File: config.mk
export PLATFORM = sky130hd
export DESIGN_NAME = vnm_lane
export DESIGN_NICKNAME = d
export VERILOG_FILES = /design/src/rtl/core/vnm_pkg.sv /design/src/rtl/core/vnm_lane.sv
export SDC_FILE = /design/constraint.sdc
export NUM_CORES = 2
export LEC_CHECK = 0
export ABC_CLOCK_PERIOD_IN_PS = 19400
export BUFFER_PORTS_ARGS = -buffer_cell sky130_fd_sc_hd__clkbuf_2
export CAP_MARGIN = 20
export CORE_MARGIN = 2
export CORE_UTILIZATION = 47
export DETAILED_ROUTE_END_ITERATION = 10
export PLACE_DENSITY = 0.67
export RECOVER_POWER = 25
export SYNTH_ARGS = -nofsm -noshare
export SYNTH_HDL_FRONTEND = slang
export SYNTH_SLANG_ARGS = --single-unit
File: constraint.sdc
create_clock -name clk -period 19.4 [get_ports clk]
set_clock_uncertainty 0.2 [all_clocks]
set_input_delay 1.94 -clock clk [delete_from_list [all_inputs] [get_ports clk]]
set_output_delay 1.94 -clock clk [all_outputs]
set_load 0.01 [all_outputs]
File: src/rtl/core/vnm_pkg.sv
// Shared pipeline timing constants for the vector normalizer.
`default_nettype none
package vnm_pkg;
  // Registers between the magnitude stage and the square-root input (square, sum).
  localparam int unsigned PRE_SQRT_STAGES = 2;
  // Divider front stage plus the sign/output register.
  localparam int unsigned DIV_EXTRA_STAGES = 2;
endpackage
`default_nettype wire

File: src/rtl/core/vnm_lane.sv
// One component lane: magnitude, square, delay line and pipelined divider.
`default_nettype none
module vnm_lane #(
  parameter int unsigned COMPONENT_BITS = 24,
  parameter int unsigned FRACTION_BITS  = 16
) (
  input  wire logic                          clk,
  input  wire logic [COMPONENT_BITS-1:0]     comp,
  input  wire logic [COMPONENT_BITS-1:0]     root,
  output logic      [2*COMPONENT_BITS-2:0]   square,
  output logic      [FRACTION_BITS+1:0]      unit
);
  import vnm_pkg::*;

  localparam int unsigned CB    = COMPONENT_BITS;
  localparam int unsigned FB    = FRACTION_BITS;
  localparam int unsigned DLY   = CB + PRE_SQRT_STAGES;
  localparam int unsigned Q_W   = FB + 1;
  localparam int unsigned U_W   = FB + 2;

  logic [CB-1:0] mag;
  logic          neg;
  logic [CB-1:0] mag_dly [0:DLY-1];
  logic          neg_dly [0:DLY-1];

  // Magnitude and sign of the component
  always_ff @(posedge clk) begin
    neg <= comp[CB-1];
    mag <= comp[CB-1] ? CB'(~comp + 1'b1) : comp;
  end

  // Square for the length sum
  logic [2*CB-1:0] sq_full;
  assign sq_full = mag * mag;
  always_ff @(posedge clk) begin
    square <= sq_full[2*CB-2:0];
  end

  // Hold magnitude and sign until the root arrives
  always_ff @(posedge clk) begin
    mag_dly[0] <= mag;
    neg_dly[0] <= neg;
    for (int i = 1; i < DLY; i++) begin
      mag_dly[i] <= mag_dly[i-1];
      neg_dly[i] <= neg_dly[i-1];
    end
  end

  // Restoring divider: integer bit first, then one fraction bit per stage
  logic [CB-1:0]  drem [0:FB];
  logic [Q_W-1:0] dq   [0:FB];
  logic [CB-1:0]  dm   [0:FB];
  logic           dneg [0:FB];

  always_ff @(posedge clk) begin
    dm[0]   <= root;
    dneg[0] <= neg_dly[DLY-1];
    if (mag_dly[DLY-1] >= root) begin
      drem[0] <= mag_dly[DLY-1] - root;
      dq[0]   <= Q_W'(1);
    end else begin
      drem[0] <= mag_dly[DLY-1];
      dq[0]   <= '0;
    end
  end

  for (genvar s = 1; s <= FB; s++) begin : g_div
    logic [CB:0] r2;
    assign r2 = {drem[s-1], 1'b0};
    always_ff @(posedge clk) begin
      dm[s]   <= dm[s-1];
      dneg[s] <= dneg[s-1];
      if (r2 >= {1'b0, dm[s-1]}) begin
        drem[s] <= CB'(r2 - {1'b0, dm[s-1]});
        dq[s]   <= {dq[s-1][Q_W-2:0], 1'b1};
      end else begin
        drem[s] <= r2[CB-1:0];
        dq[s]   <= {dq[s-1][Q_W-2:0], 1'b0};
      end
    end
  end

  // Apply sign; zero root means zero vector
  logic [U_W-1:0] qx;
  assign qx = {1'b0, dq[FB]};
  always_ff @(posedge clk) begin
    if (dm[FB] == '0) begin
      unit <= '0;
    end else if (dneg[FB]) begin
      unit <= U_W'(~qx + 1'b1);
    end else begin
      unit <= qx;
    end
  end
endmodule
`default_nettype wire

After elaboration in Yosys (flattened, before gate mapping). Memories as Yosys holds them, arrays and structs flattened. Cells that the tools add are included.

Magnitude comparators: 17. $add $sub $neg: 19. Reductions and logical operators: 2. Multiply operators: 1. Muxes and demuxes: 87. Bitwise gates (word level): 37.

Operators by type and width (count): $mux 24 (17); $sub 24x24->24 (17); $ge 25x24->1 (16); $mux 17 (18); $mux 1 (51); $mul 24x24->47 (1); $or 1x1->1 (34); $add 24x1->24 const B (1); $ge 24x24->1 (1); $logic_not 24->1 (1); $not 24->24 (1); $mux 23 (1); $add 18x1->18 const B (1); $not 17->18 (1); $reduce_or 2->1 (1); $not 1->1 (1).

Bits of input ports: 49. Bits in writable memories: 1772. Word-level logic and storage cells: 175. Memories: 6. Register bits: 90. Output and inout bits: 65.

Memories: mag_dly (depth 26, bits a word 24, read ports 26, clocked after memory_dff 0, wr ports 26, RTL line vnm_lane.sv:23) `logic [CB-1:0] mag_dly [0:DLY-1];`; dm (depth 17, bits a word 24, read ports 17, clocked after memory_dff 0, wr ports 17, RTL line vnm_lane.sv:52) `logic [CB-1:0] dm [0:FB];`; drem (depth 17, bits a word 24, read ports 16, clocked after memory_dff 0, wr ports 17, RTL line vnm_lane.sv:50) `logic [CB-1:0] drem [0:FB];`; dq (depth 17, bits a word 17, read ports 17, clocked after memory_dff 0, wr ports 17, RTL line vnm_lane.sv:51) `logic [Q_W-1:0] dq [0:FB];`; neg_dly (depth 26, bits a word 1, read ports 26, clocked after memory_dff 0, wr ports 26, RTL line vnm_lane.sv:24) `logic neg_dly [0:DLY-1];`; dneg (depth 17, bits a word 1, read ports 17, clocked after memory_dff 0, wr ports 17, RTL line vnm_lane.sv:53) `logic dneg [0:FB];`.

Longest topological paths before layout. An unclocked memory read counts as a cell.

Depth in word-level cells: 5. Mapped depth: 29. Gate-level depth less buffers: 27.

Least setup slack after synthesis. OpenSTA, ideal clock, no wires.

Path type: flip-flop to flip-flop. From: register mag[16]. To: register square[44]. Period minus slack after synthesis: 7.230 ns. Stages on the path, launching flop included: 27. Data arrival time: 6.906 ns. Buffers on the path: 3. Setup time: 0.124 ns. Data required time: 19.076 ns. Slack: 12.170 ns. Cells stage by stage: dfxtp_1 > clkbuf_1 > clkbuf_1 > nand2_1 > fa_1 > inv_1 > fa_1 > inv_1 > fa_1 > fa_1 > inv_1 > fa_1 > fa_1 > inv_1 > fa_1 > inv_1 > ha_1 > clkbuf_1 > nand3_1 > a2111oi_0 > nor3_1 > a21o_1 > o211ai_1 > a21oi_1 > o21bai_1 > a311oi_1 > xnor2_1.

Longest elaborated chain between the ends: 1.

RTL lines: start, declared (RTL line vnm_lane.sv:21) `logic [CB-1:0] mag;`; start signal, assigned (RTL line vnm_lane.sv:29) `mag <= comp[CB-1] ? CB'(~comp + 1'b1) : comp;`; $mul 24x24->47 (RTL line vnm_lane.sv:34) `assign sq_full = mag * mag;`; named net sq_full[44] (RTL line vnm_lane.sv:33) `logic [2*CB-1:0] sq_full;`; end signal, assigned (RTL line vnm_lane.sv:36) `square <= sq_full[2*CB-2:0];`; end, declared (RTL line vnm_lane.sv:10) `output logic [2*COMPONENT_BITS-2:0] square,`.

The timed path passes the listed nets, and every way through them passes these cells. A chain may end at the register's enable or synchronous reset.

Worst setup path in the final report.
From: register mag[14]. To: register square[46].

Same word-level chain as after synthesis.

==> key figures <==
CTS
  – CTS tree: built
  – # clock sinks: roughly 1.7k
  – # hold bufs at CTS: 0
  – Post-CTS sizing: 0
  – # H-tree levels: 4
  – CTS Buffer Depth: 3
  – Worst-path clk slew: about 0.060 ns
  – Worst skew pair latency: ~0.8 ns
  – Postcts setup bufs: 0
  – Cts bufs inserted: 169
  – Root buffer cell: clkbuf_16

Worst setup path
  – Worst Path Required: just under 20 ns
  – R2R setup slack: between 10 and 15 ns
  – R2R depth: 25
  – Kind of critical path: flip-flop to flip-flop
  – Slowest cell delay on critical path: between 1 and 1.5 ns
  – CP delay by family, top: adder cells
  – Critical path buffers and inverters: 7
  – CP endpoint: square[46]
  – Setup crit start: mag[14]
  – Worst-path fanout max: 26
  – Worst r2r src: mag[14]
  – Slowest cell on crit path: dfxtp_1
  – Critical path endpoint category: flip-flop
  – CP Depth: 25
  – Critical Path AT: approximately 9 ns
  – Reg-to-Reg End: square[46]
  – Crit start category: flip-flop

Routing
  – Iter 0 DRT Violations: around 2.6k
  – Drt total wl: roughly 150000 µm
  – Routed len/inst: between 15 and 20 µm
  – Detailed-routing iteration count for the pre-antenna-repair pass: 5
  – Vias: between 40k and 50k
  – Final antenna-violating net count: 0
  – Via density: roughly 5.0
  – DR DRC count: 0

Global route
  – Initial antenna violation count: 1
  – All-layer global routing usage: a little under a fifth
  – Vias in the first global route: a little under 50k
  – Wire length of the first global-routing pass: approximately 250000 µm
  – Remaining global-route overflow: 0
  – Largest net degree at the start of global routing: 46

Layout
  – Layout fillers: around 14k
  – FF/Latch Area: around 34000 µm²
  – Multi-input gate area: approximately 37000 µm²
  – Syn-to-layout area delta: 11.85%
  – Layout cells sized above 1: 8.448%
  – Nets: between 8k and 9k
  – Antenna fix cells: 0

STA
  – RSZ-0062 raised after global routing: false
  – Achievable Freq: between 100 and 150 MHz
  – Hold Vio Cnt, Final: 0
  – # setup viols final: 0
  – Crit path time final: between 8 and 9 ns
  – Slew @ Worst Pin: between 1 and 1.5 ns
  – Period utilization: a little over two fifths
  – Slew Viols, Final: 0
  – Setup TNS: 0 ns
  – Slew HR: between 20% and 30%

Die
  – Initial core utilization: 47.13%
  – Row count: 147
  – Die Ht: between 400 and 500 µm
  – Die Width: around 400 µm
  – Core area: approximately 160000 µm²
  – Die area: roughly 160000 µm²
  – I/O pin total: 114

Place
  – Gp weighted congestion: about 0.90
  – HPWL after DPL: between 100000 and 150000 µm
  – PortBufs: 112

Synth
  – Most common cell in the synthesized netlist: dfxtp_1
  – Most used DFF post-synth: dfxtp_1
  – Post-synth top area cell: dfxtp_1
  – Top cells by count, synth: 1700 x dfxtp_1, 1127 x inv_1, 583 x ha_1, 449 x fa_1, 445 x nand2_1
  – Top-area cell type share of the netlist area: between 40% and 50%
  – Syn nets: approximately 8.3k
  – Seq/Total Area, Yosys: between 40% and 50%
  – Gate Count Post-Synth: a little over 7k
  – Mapped Avg Cell Area: between 10 and 15 µm²
  – Synth unique cells: 84
  – Seq cells post-synth: 1700
  – Post-synth EDFFs: 0
  – Post-synth ARST share: 0%
  – Synth Warn #: 0
  – Mapped Area: around 75000 µm²
  – Synth top area cells: dfxtp_1 45%, fa_1 12%, ha_1 9.7%

Min path
  – Worst hold path type: flip-flop to flip-flop

Job
  – Max Cap Viol: 0

Run status
  – Status: finished clean
-- final cells by class --
cell class	count	share of cell area (%)
Multi-Input combinational cell	4274	43.41
Sequential cell	1700	40.34
Clock buffer	223	5.575
Inverter	1127	5.015
Tap cell	2086	3.094
Clock inverter	90	1.534
Timing Repair Buffer	150	1.026
-- cell usage in the layout, fill, tap and decap left out, types with 216 or more instances in the layout --
cell type / count
a21o_1: 216
xnor2_1: 234
dfxtp_1: 1700
a21oi_1: 419
ha_1: 583
nor2_1: 307
nand2_1: 445
inv_1: 1127
fa_1: 449
o21ai_0: 298
-- registers in the layout (all words and copies together) (netlist names) --
register / flops
neg: 1
neg_dly: 26
unit: 18
dneg: 17
square: 45
mag_dly: 624
mag: 24
drem: 384
dq: 153
dm: 408
-- worst min-delay path by stage --
stage | startpoint | to | slack [ns] | depth (start not counted)
global route | mag_dly[0][70] | mag_dly[0][94] | 0.1 | 0
global placement | dq[4][0] | dq[5][1] | 0.11 | 0
floorplan | neg_dly[1][9] | dneg[0][0] | 0.11 | 0
detailed placement | dq[10][0] | dq[11][1] | 0.11 | 0
CTS | mag_dly[0][70] | mag_dly[0][94] | 0.08 | 0
finish | mag_dly[0][68] | mag_dly[0][92] | 0.09 | 0
-- per-layer routing --
layer	wire [µm]	vias to the layer above	track usage (%)
met3	6416	262	2.949
li1	-	24020	-
met1	68240	22960	24.23
met2	71930	1020	32.02
met4	4357	0	6.180
met5	0	-	0
-- stage by stage --
step	instances	instance area [µm²]	worst slack [ns]	hold WS, ns	utilization (%)
6_report	9650	84360	10.88	0.09255	52.72
5_1_grt	9650	84360	10.40	0.09605	52.72
4_1_cts	9649	84330	10.83	0.08171	52.70
3_5_place_dp	9336	78340	10.88	0.1121	48.95
3_3_place_gp	9336	78340	10.83	0.1096	48.95
2_1_floorplan	7245	75420	12.17	0.1096	-
-- kinds of logic after synthesis --
group / share of synthesized area (%)
AND/OR/NAND/NOR: 8.643
XOR/XNOR: 4.691
flip-flops: 45.12
multiplexers: 2.716
AO/OA/AOI/OAI: 10.86
other: 0.004972
buffers and inverters: 6.372
adder cells (fa/ha/maj): 21.59
Power is not shown: default switching activity piles up to over one toggle a cycle in this logic, so the estimate is an artifact.
