<file path="src/rtl/core/vnm_pkg.sv">
// Shared pipeline timing constants for the vector normalizer.
`default_nettype none
package vnm_pkg;
  // Registers between the magnitude stage and the square-root input (square, sum).
  localparam int unsigned PRE_SQRT_STAGES = 2;
  // Divider front stage plus the sign/output register.
  localparam int unsigned DIV_EXTRA_STAGES = 2;
endpackage
`default_nettype wire

</file>
<file path="src/rtl/core/vnm_sqrt.sv">
// Pipelined floor square root, one root bit per stage.
`default_nettype none
module vnm_sqrt #(
  parameter int unsigned COMPONENT_BITS = 24
) (
  input  wire logic                          clk,
  input  wire logic [2*COMPONENT_BITS-1:0]   sum,
  output logic      [COMPONENT_BITS-1:0]     root
);
  import vnm_pkg::*;

  localparam int unsigned CB    = COMPONENT_BITS;
  localparam int unsigned SUM_W = 2 * CB;
  localparam int unsigned REM_W = CB + 1;

  logic [SUM_W-1:0] rad   [0:CB];
  logic [REM_W-1:0] rem   [0:CB];
  logic [CB-1:0]    rt    [0:CB];

  assign rad[0] = sum;
  assign rem[0] = '0;
  assign rt[0]  = '0;

  // One compare-subtract per stage on the next radicand bit pair
  for (genvar k = 0; k < CB; k++) begin : g_stage
    logic [REM_W+1:0] rem_t;
    logic [REM_W+1:0] trial;
    logic             ge;
    assign rem_t = {rem[k], rad[k][SUM_W-1 -: 2]};
    assign trial = {1'b0, rt[k], 2'b01};
    assign ge    = (rem_t >= trial);
    always_ff @(posedge clk) begin
      rad[k+1] <= {rad[k][SUM_W-3:0], 2'b00};
      if (ge) begin
        rem[k+1] <= REM_W'(rem_t - trial);
        rt[k+1]  <= {rt[k][CB-2:0], 1'b1};
      end else begin
        rem[k+1] <= REM_W'(rem_t);
        rt[k+1]  <= {rt[k][CB-2:0], 1'b0};
      end
    end
  end

  assign root = rt[CB];
endmodule
`default_nettype wire

</file>
<file path="config.mk">
export PLATFORM = sky130hd
export DESIGN_NAME = vnm_sqrt
export DESIGN_NICKNAME = d
export VERILOG_FILES = /design/src/rtl/core/vnm_pkg.sv /design/src/rtl/core/vnm_sqrt.sv
export SDC_FILE = /design/constraint.sdc
export NUM_CORES = 2
export LEC_CHECK = 0
export BUFFER_PORTS_ARGS = -buffer_cell sky130_fd_sc_hd__buf_2
export CAP_MARGIN = 20
export CORE_MARGIN = 5
export CORE_UTILIZATION = 25
export CTS_BUF_LIST = sky130_fd_sc_hd__clkbuf_16
export CTS_CLUSTER_DIAMETER = 50
export DETAILED_ROUTE_END_ITERATION = 10
export PLACE_DENSITY = 0.42
export SLEW_MARGIN = 20
export SYNTH_ARGS = -nofsm -noshare
export SYNTH_HDL_FRONTEND = slang
export SYNTH_SLANG_ARGS = --single-unit
</file>
<file path="constraint.sdc">
create_clock -name clk -period 3.8 [get_ports clk]
set_input_delay 0.38 -clock clk [delete_from_list [all_inputs] [get_ports clk]]
set_output_delay 0.38 -clock clk [all_outputs]
set_load 0.05 [all_outputs]
</file>
## Yosys cells after proc, flatten, opt, wreduce, memory -nomap -nowiden

Cells that the tools add are included.

- Register bits after elaboration: 1405
- Bits in latches: 0
- Bits in writable memories: 0
- ROM bits: 0
- Input port bits: 49
- Word-level logic and storage cells: 165
- Memories: 0

- Add/sub/neg operators: 23
- Multiply operators: 0
- Div/mod/pow operators: 0
- Magnitude comparators: 24
- Equality and inequality tests: 0
- Shifts and indexed selects: 0
- Muxes and demuxes: 47
- Bitwise operators: 0
- Reductions and logical operators: 0

Operator list:

| cell | number |
|---|---|
| $mux 25 | 22 |
| $ge 27x10->1 | 1 |
| $ge 27x11->1 | 1 |
| $ge 27x12->1 | 1 |
| $ge 27x13->1 | 1 |
| $ge 27x14->1 | 1 |
| $ge 27x15->1 | 1 |
| $ge 27x16->1 | 1 |
| $ge 27x17->1 | 1 |
| $ge 27x18->1 | 1 |
| $ge 27x19->1 | 1 |
| $ge 27x20->1 | 1 |
| $ge 27x21->1 | 1 |
| $ge 27x22->1 | 1 |
| $ge 27x23->1 | 1 |
| $ge 27x24->1 | 1 |
| $ge 27x25->1 | 1 |
| $ge 27x3->1 | 1 |
| $ge 27x4->1 | 1 |
| $ge 27x5->1 | 1 |
| $ge 27x6->1 | 1 |
| $ge 27x7->1 | 1 |
| $ge 27x8->1 | 1 |
| $ge 27x9->1 | 1 |
| other kinds (26) | 49 |

## Logic depth before layout (Yosys ltp)

- Depth in word-level cells: 2
- Gate-level depth with buffers: 13
- Mapped depth without buffers: 12

## Worst setup path after synthesis

No wires, ideal clock.

- Path type: flip-flop to flip-flop
- Start: register rt, in the netlist g_stage[15].trial[2]
- End: register rem, in the netlist g_stage[16].rem_t[26]
- Setup time: 0.072 ns
- Arrival time: 2.692 ns
- Required time: 3.728 ns
- Setup slack: 1.036 ns
- Stages on the path, launching flop included: 11
- Period minus slack after synthesis: 2.764 ns
- Cells stage by stage: dfxtp_1 inv_1 ha_1 nor2b_1 o31a_1 or4_1 a31oi_1 o31ai_1 or3b_1 nor4b_2 xor2_1

- Cells in the longest elaborated chain, start to end: 2
- Elaborated cells on any way between the ends: 3
- Classes of those cells: add/sub: 1; order compare: 1; mux: 1

Ends and longest elaborated chain:

| item | RTL line | text |
|---|---|---|
| start, declared | vnm_sqrt.sv:18 | `logic [CB-1:0] rt [0:CB];` |
| start signal, assigned by index | vnm_sqrt.sv:36 | `rt[k+1] <= {rt[k][CB-2:0], 1'b1};` |
| start signal, assigned by index | vnm_sqrt.sv:39 | `rt[k+1] <= {rt[k][CB-2:0], 1'b0};` |
| $sub 25x17->25 or $ge 27x17->1 (tied branches) | vnm_sqrt.sv:35, vnm_sqrt.sv:31 |  |
| $mux 25 * | vnm_sqrt.sv:34 | `if (ge) begin` |
| end signal, assigned by index | vnm_sqrt.sv:35 | `rem[k+1] <= REM_W'(rem_t - trial);` |
| end signal, assigned by index | vnm_sqrt.sv:38 | `rem[k+1] <= REM_W'(rem_t);` |
| end, declared | vnm_sqrt.sv:17 | `logic [REM_W-1:0] rem [0:CB];` |

Every way passes the cells marked *; elsewhere a longest branch is shown, timed or not.
A chain may end at the register's enable or synchronous reset.

## Worst setup path after layout

- Start: register rt, in the netlist g_stage[21].trial[9]
- End: register rem, in the netlist g_stage[22].rem_t[8]

- Cells in the longest elaborated chain, start to end: 2

Ends and longest elaborated chain:

| item | RTL line | text |
|---|---|---|
| $ge 27x23->1 | vnm_sqrt.sv:31 | `assign ge = (rem_t >= trial);` |
| $mux 25 | vnm_sqrt.sv:34 |  |

No other way between the ends.

==> flow_results.org <==
** Global routing
- Across every metal layer, demand over resource in global routing totals between 10% and 20%.
- Maximum number of pins on one net before global-route repair :: 40
- After global routing the overflow that remains totals 0.
- The number of global-route vias before repair came to approximately 34000.
- The number of antenna violations at the first check in global routing came to 1.
- The first global-routing pass estimated around 180 mm of wire.

** Floorplan
- The die is 459 µm wide.
- Standard-cell rows :: 164
- Initial Util :: roughly a quarter
- 73 I/O pins were placed.
- The die covers between 200000 and 250000 µm².
- Vert. Die Dim :: 459 µm
- The total area inside the core boundary comes to 200000 µm².

** Timing
- Highest achievable clock rate :: 299 MHz
- Final Hold Violating Endpoints :: 0
- Across the routed clock network, the largest skew measured is 52.5 ps.
- The worst pin sits at a relative slew slack of a little under half.
- Unrepaired setup endpoints after global routing :: false
- Setup TNS after final layout :: 0 ps
- Time the worst path needs with I/O delays and setup :: 3350 ps
- Final Max Tran Viols :: 0
- Setup violations remaining at the end of the flow were counted as 0.
- Portion of the clock cycle consumed by the worst path in the final layout :: 88.0%
- For the pin with the worst max-slew slack, the measured transition is slightly above 800 ps.

** Layout
- Fillers :: 20975
- From synthesis to final layout, the design area changed by 20.0%.
- Ratio of cells with drive above 1 in the final layout :: 9.41%
- Nets@finish :: 5537
- Final non-filler cell area :: about 60000 µm²
- FF+latch area :: 27600 µm²
- In the final layout, the multi-input gates occupy between 20000 and 25000 µm².

** Drt
- DR vias/cell :: approximately 4.2
- The routed layout has 33576 vias.
- Dividing the detail-routed wire length by the instance count gives 13.7 µm.
- The final layout contains routed wiring with a total length of 109 mm.
- The first routing iteration left ~1700 violations.
- In this run the remaining antenna-violating nets after routing total 0.
- First-pass iteration count of the detailed router :: 7
- Detailed-route DRC error count :: 0

** Critical path
- For the worst flop-to-flop path, the logic depth is 10.
- Critical path data required time :: roughly 4500 ps
- For this design, the slowest cell found on the critical path is a41oi_1.
- The startpoint identified for the worst register-to-register timing path is g_stage[21].trial[9].
- The endpoint identified for the worst register-to-register timing path is g_stage[22].rem_t[8].
- STA classifies the critical path startpoint as a flop.
- In this design, the stage delay of the slowest critical-path cell is 490 ps.
- Kind of end point of the critical path :: flop
- In this run the worst setup path begins at g_stage[21].trial[9].
- Of all nets on the critical path, the largest fanout is 32.
- Critical path class :: reg2reg
- At the worst endpoint, the arrival time is slightly above 4000 ps.
- Across all register-to-register paths, the minimum setup slack is around 450 ps.
- Traced cell by cell, the critical path runs through inv_1 > ha_1 > nand4_1 > nor2_1 > a41oi_1 > a21oi_1 > o2111ai_1 > nand4b_1 > buf_12 > mux2_2.

** Power and ir drop
- Power per standard cell area :: just under 700 nW/µm²
- Static Leak :: between 20 and 30 nW
- Sw Ratio :: between 20% and 30%
- Clock network fraction of design power :: 38.3%
- Switching power :: about 0.012 W
- Share of total power in combinational logic :: 17.0%
- IR analysis of the VDD net gives a maximum drop of ~0.47 mV.
- Internal power comes to ~0.03 W.
- Flop pwr share :: 44.7%

** Clock tree
- H-tree levels :: 4
- The clock passes through at most 3 buffers.
- Post-CTS setup buffer count :: 0
- TritonCTS created 173 clock buffers.
- CTS saw approximately 1400 sinks.
- Clock tree root buffer cell :: clkbuf_16
- TritonCTS built the clock tree.
- Clock slew at reported path FFs :: ~60 ps
- Later-pin clock latency in the skew report :: between 800 and 900 ps

** Yosys
- Summing the areas of all compound-gate instances in the mapped netlist gives around an eighth of the synthesized area.
- Most frequent cells after synthesis :: dfxtp_1, inv_1, ha_1, nor2_1, a21oi_1
- Flop and latch count out of synthesis :: approximately 1400
- The most used flip-flop cell after synthesis is dfxtp_1.
- Area share of xor/xnor cells in the synthesized design :: 7.17%
- Netlist cell types :: 87
- Among all cell types in the netlist, the one instantiated most often is dfxtp_1.
- Most area-hungry cell type in the Yosys netlist :: dfxtp_1
- Average footprint of a synthesized cell :: roughly 10 µm²
- Ranked by total cell area, the synthesized netlist is headed by dfxtp_1, ha_1, xnor2_1.
- Yosys top cell area share :: around 55%
- Fraction of synthesized area in multiplexers :: about 1.7%
- After synthesis, flip-flops and latches occupy 54.8% of the total area.
- Synthesis produced a netlist whose cell count is 4917.
- Simple-gate portion of the synthesized area :: around an eighth
- Post-synth EDFFs :: 0
- Combinational family with the most area after synthesis :: simple AND/OR/NAND/NOR gates
- Summing every instance area after synthesis gives just over 50000 µm².
- The Yosys step of the flow raised 0 warnings.
- The synthesized netlist devotes 8.02% of its cell area to adder and majority cells.
- Counting every net in the synthesized netlist gives between 5000 and 6000.
- After synthesis, the share of flip-flops with an asynchronous set or reset is 0%.

** Worst hold path
- Hold Crit Endpoint :: rad[1146]
- Beginning of the worst hold path :: sum[40]
- Worst Hold Class :: in2reg
- Number of cells on the worst hold path :: 2

** Flow run
- The tool flagged a number of max-cap violations equal to 0.

** Placement
- The wire-length estimate of the detail-placed layout is 82.6 mm.
- Dpl cell area :: 54100 µm²
- At the end of routability-driven placement, the weighted congestion stood at about 0.83.
- Buffers placed on the I/O ports in this run total a little over 70.

** Run status
- Outcome :: finished, final reports clean
-- power by group through the flow --
| stage | clock network [W] | registers, W | logic, W |
|---|---|---|---|
| floorplan | 0 | 0.0184 | 0.00556 |
| global route | 0.0175 | 0.0191 | 0.00812 |
| detailed placement | 0 | 0.0192 | 0.00714 |
| CTS | 0.0168 | 0.0189 | 0.00722 |
| global placement | 0 | 0.0192 | 0.00713 |
| finish | 0.0161 | 0.0188 | 0.00716 |
-- worst max-delay path, delay by kind of cell, from the launching register on --
kind | cells | cell delay (ps)
AO/OA/AOI/OAI | 3 | 920
AND/OR/NAND/NOR | 3 | 860
buffers and inverters | 2 | 420
flip-flops | 1 | 380
adder cells (fa/ha/maj) | 1 | 360
multiplexers | 1 | 290
-- logic make-up after synthesis --
kind of cell             Yosys count
AO/OA/AOI/OAI                    961
XOR/XNOR                         413
adder cells (fa/ha/maj)          323
buffers and inverters            502
flip-flops                      1381
multiplexers                      77
other                              1
AND/OR/NAND/NOR                 1259
-- repair_timing --
item	4_1_cts	5_1_grt
setup endpoints to repair	0	0
endpoints found under the hold margin	49	0
gates resized for setup	0	0
hold buffers	49	0
-- routing by layer --
| layer | GRT usage, % | share of wire (%) |
|---|---|---|
| met5 | 0 | 0 |
| met4 | 4.16 | 3.3 |
| met3 | 2.23 | 4.1 |
| met2 | 16.9 | 46 |
| met1 | 13.4 | 47 |
-- metrics by stage --
stage	hold slack (ps)	setup WS, ps	utilization, %	power [W]	instances
after floorplan	310	1040	-	0.0240	4917
after detailed placement	312	392	27.0	0.0263	7597
after global routing	125	94.5	30.2	0.0447	7969
final	194	454	30.2	0.0421	7969
after global placement	310	375	27.0	0.0263	7597
after CTS	83.2	395	30.2	0.0429	7967
-- how the worst max path moves through the flow --
stage	cells after the start	slack, ps	to
2_1_floorplan	10	1040	g_stage[16].rem_t[26]
3_3_place_gp	11	370	g_stage[20].rem_t[4]
4_1_cts	11	390	g_stage[20].rem_t[18]
6_report	10	450	g_stage[22].rem_t[8]
3_5_place_dp	11	390	g_stage[20].rem_t[10]
5_1_grt	11	90	g_stage[20].rem_t[11]
-- cell usage in the layout, fill, tap and decap left out, drive strengths merged, types with 13 or more instances in the layout --
cell / netlist / final
and3: 28 / 28
a21o: 109 / 109
nand3: 99 / 99
nand4: 65 / 65
bufinv: 0 / 16
dfxtp: 1381 / 1381
a211oi: 25 / 25
or4: 37 / 37
a21boi: 13 / 13
o21bai: 21 / 21
a21oi: 298 / 298
xor2: 187 / 187
ha: 323 / 323
o31ai: 35 / 35
or3: 44 / 44
nor4: 60 / 60
o21ai: 232 / 232
and2: 18 / 18
dlygate4sd3: 0 / 49
xnor2: 226 / 226
clkbuf: 64 / 174
nand3b: 18 / 18
nor2b: 50 / 50
inv: 417 / 467
or2: 17 / 17
nand2: 295 / 295
o211ai: 22 / 22
a31oi: 28 / 28
nor2: 301 / 301
nand2b: 61 / 61
clkinv: 1 / 70
mux2: 66 / 66
o21a: 75 / 75
nor3: 122 / 122
o2111ai: 15 / 15
buf: 20 / 108
-- sequential cells by signal, indices dropped and copies added (netlist names) --
name	count
g_stage.trial	276
g_stage.rem_t	575
root	24
rad	506
-- cell type report --
cell class                      count  area share (%)
Inverter                          418            2.59
Antenna cell                        2         0.00827
Multi-Input combinational cell   3034            34.5
Timing Repair Buffer              157            1.98
Clock buffer                      174            7.20
Clock inverter                    147            2.47
Sequential cell                  1381            45.7
Tap cell                         2656            5.49
No activity file was read; power rests on OpenSTA's default activity.
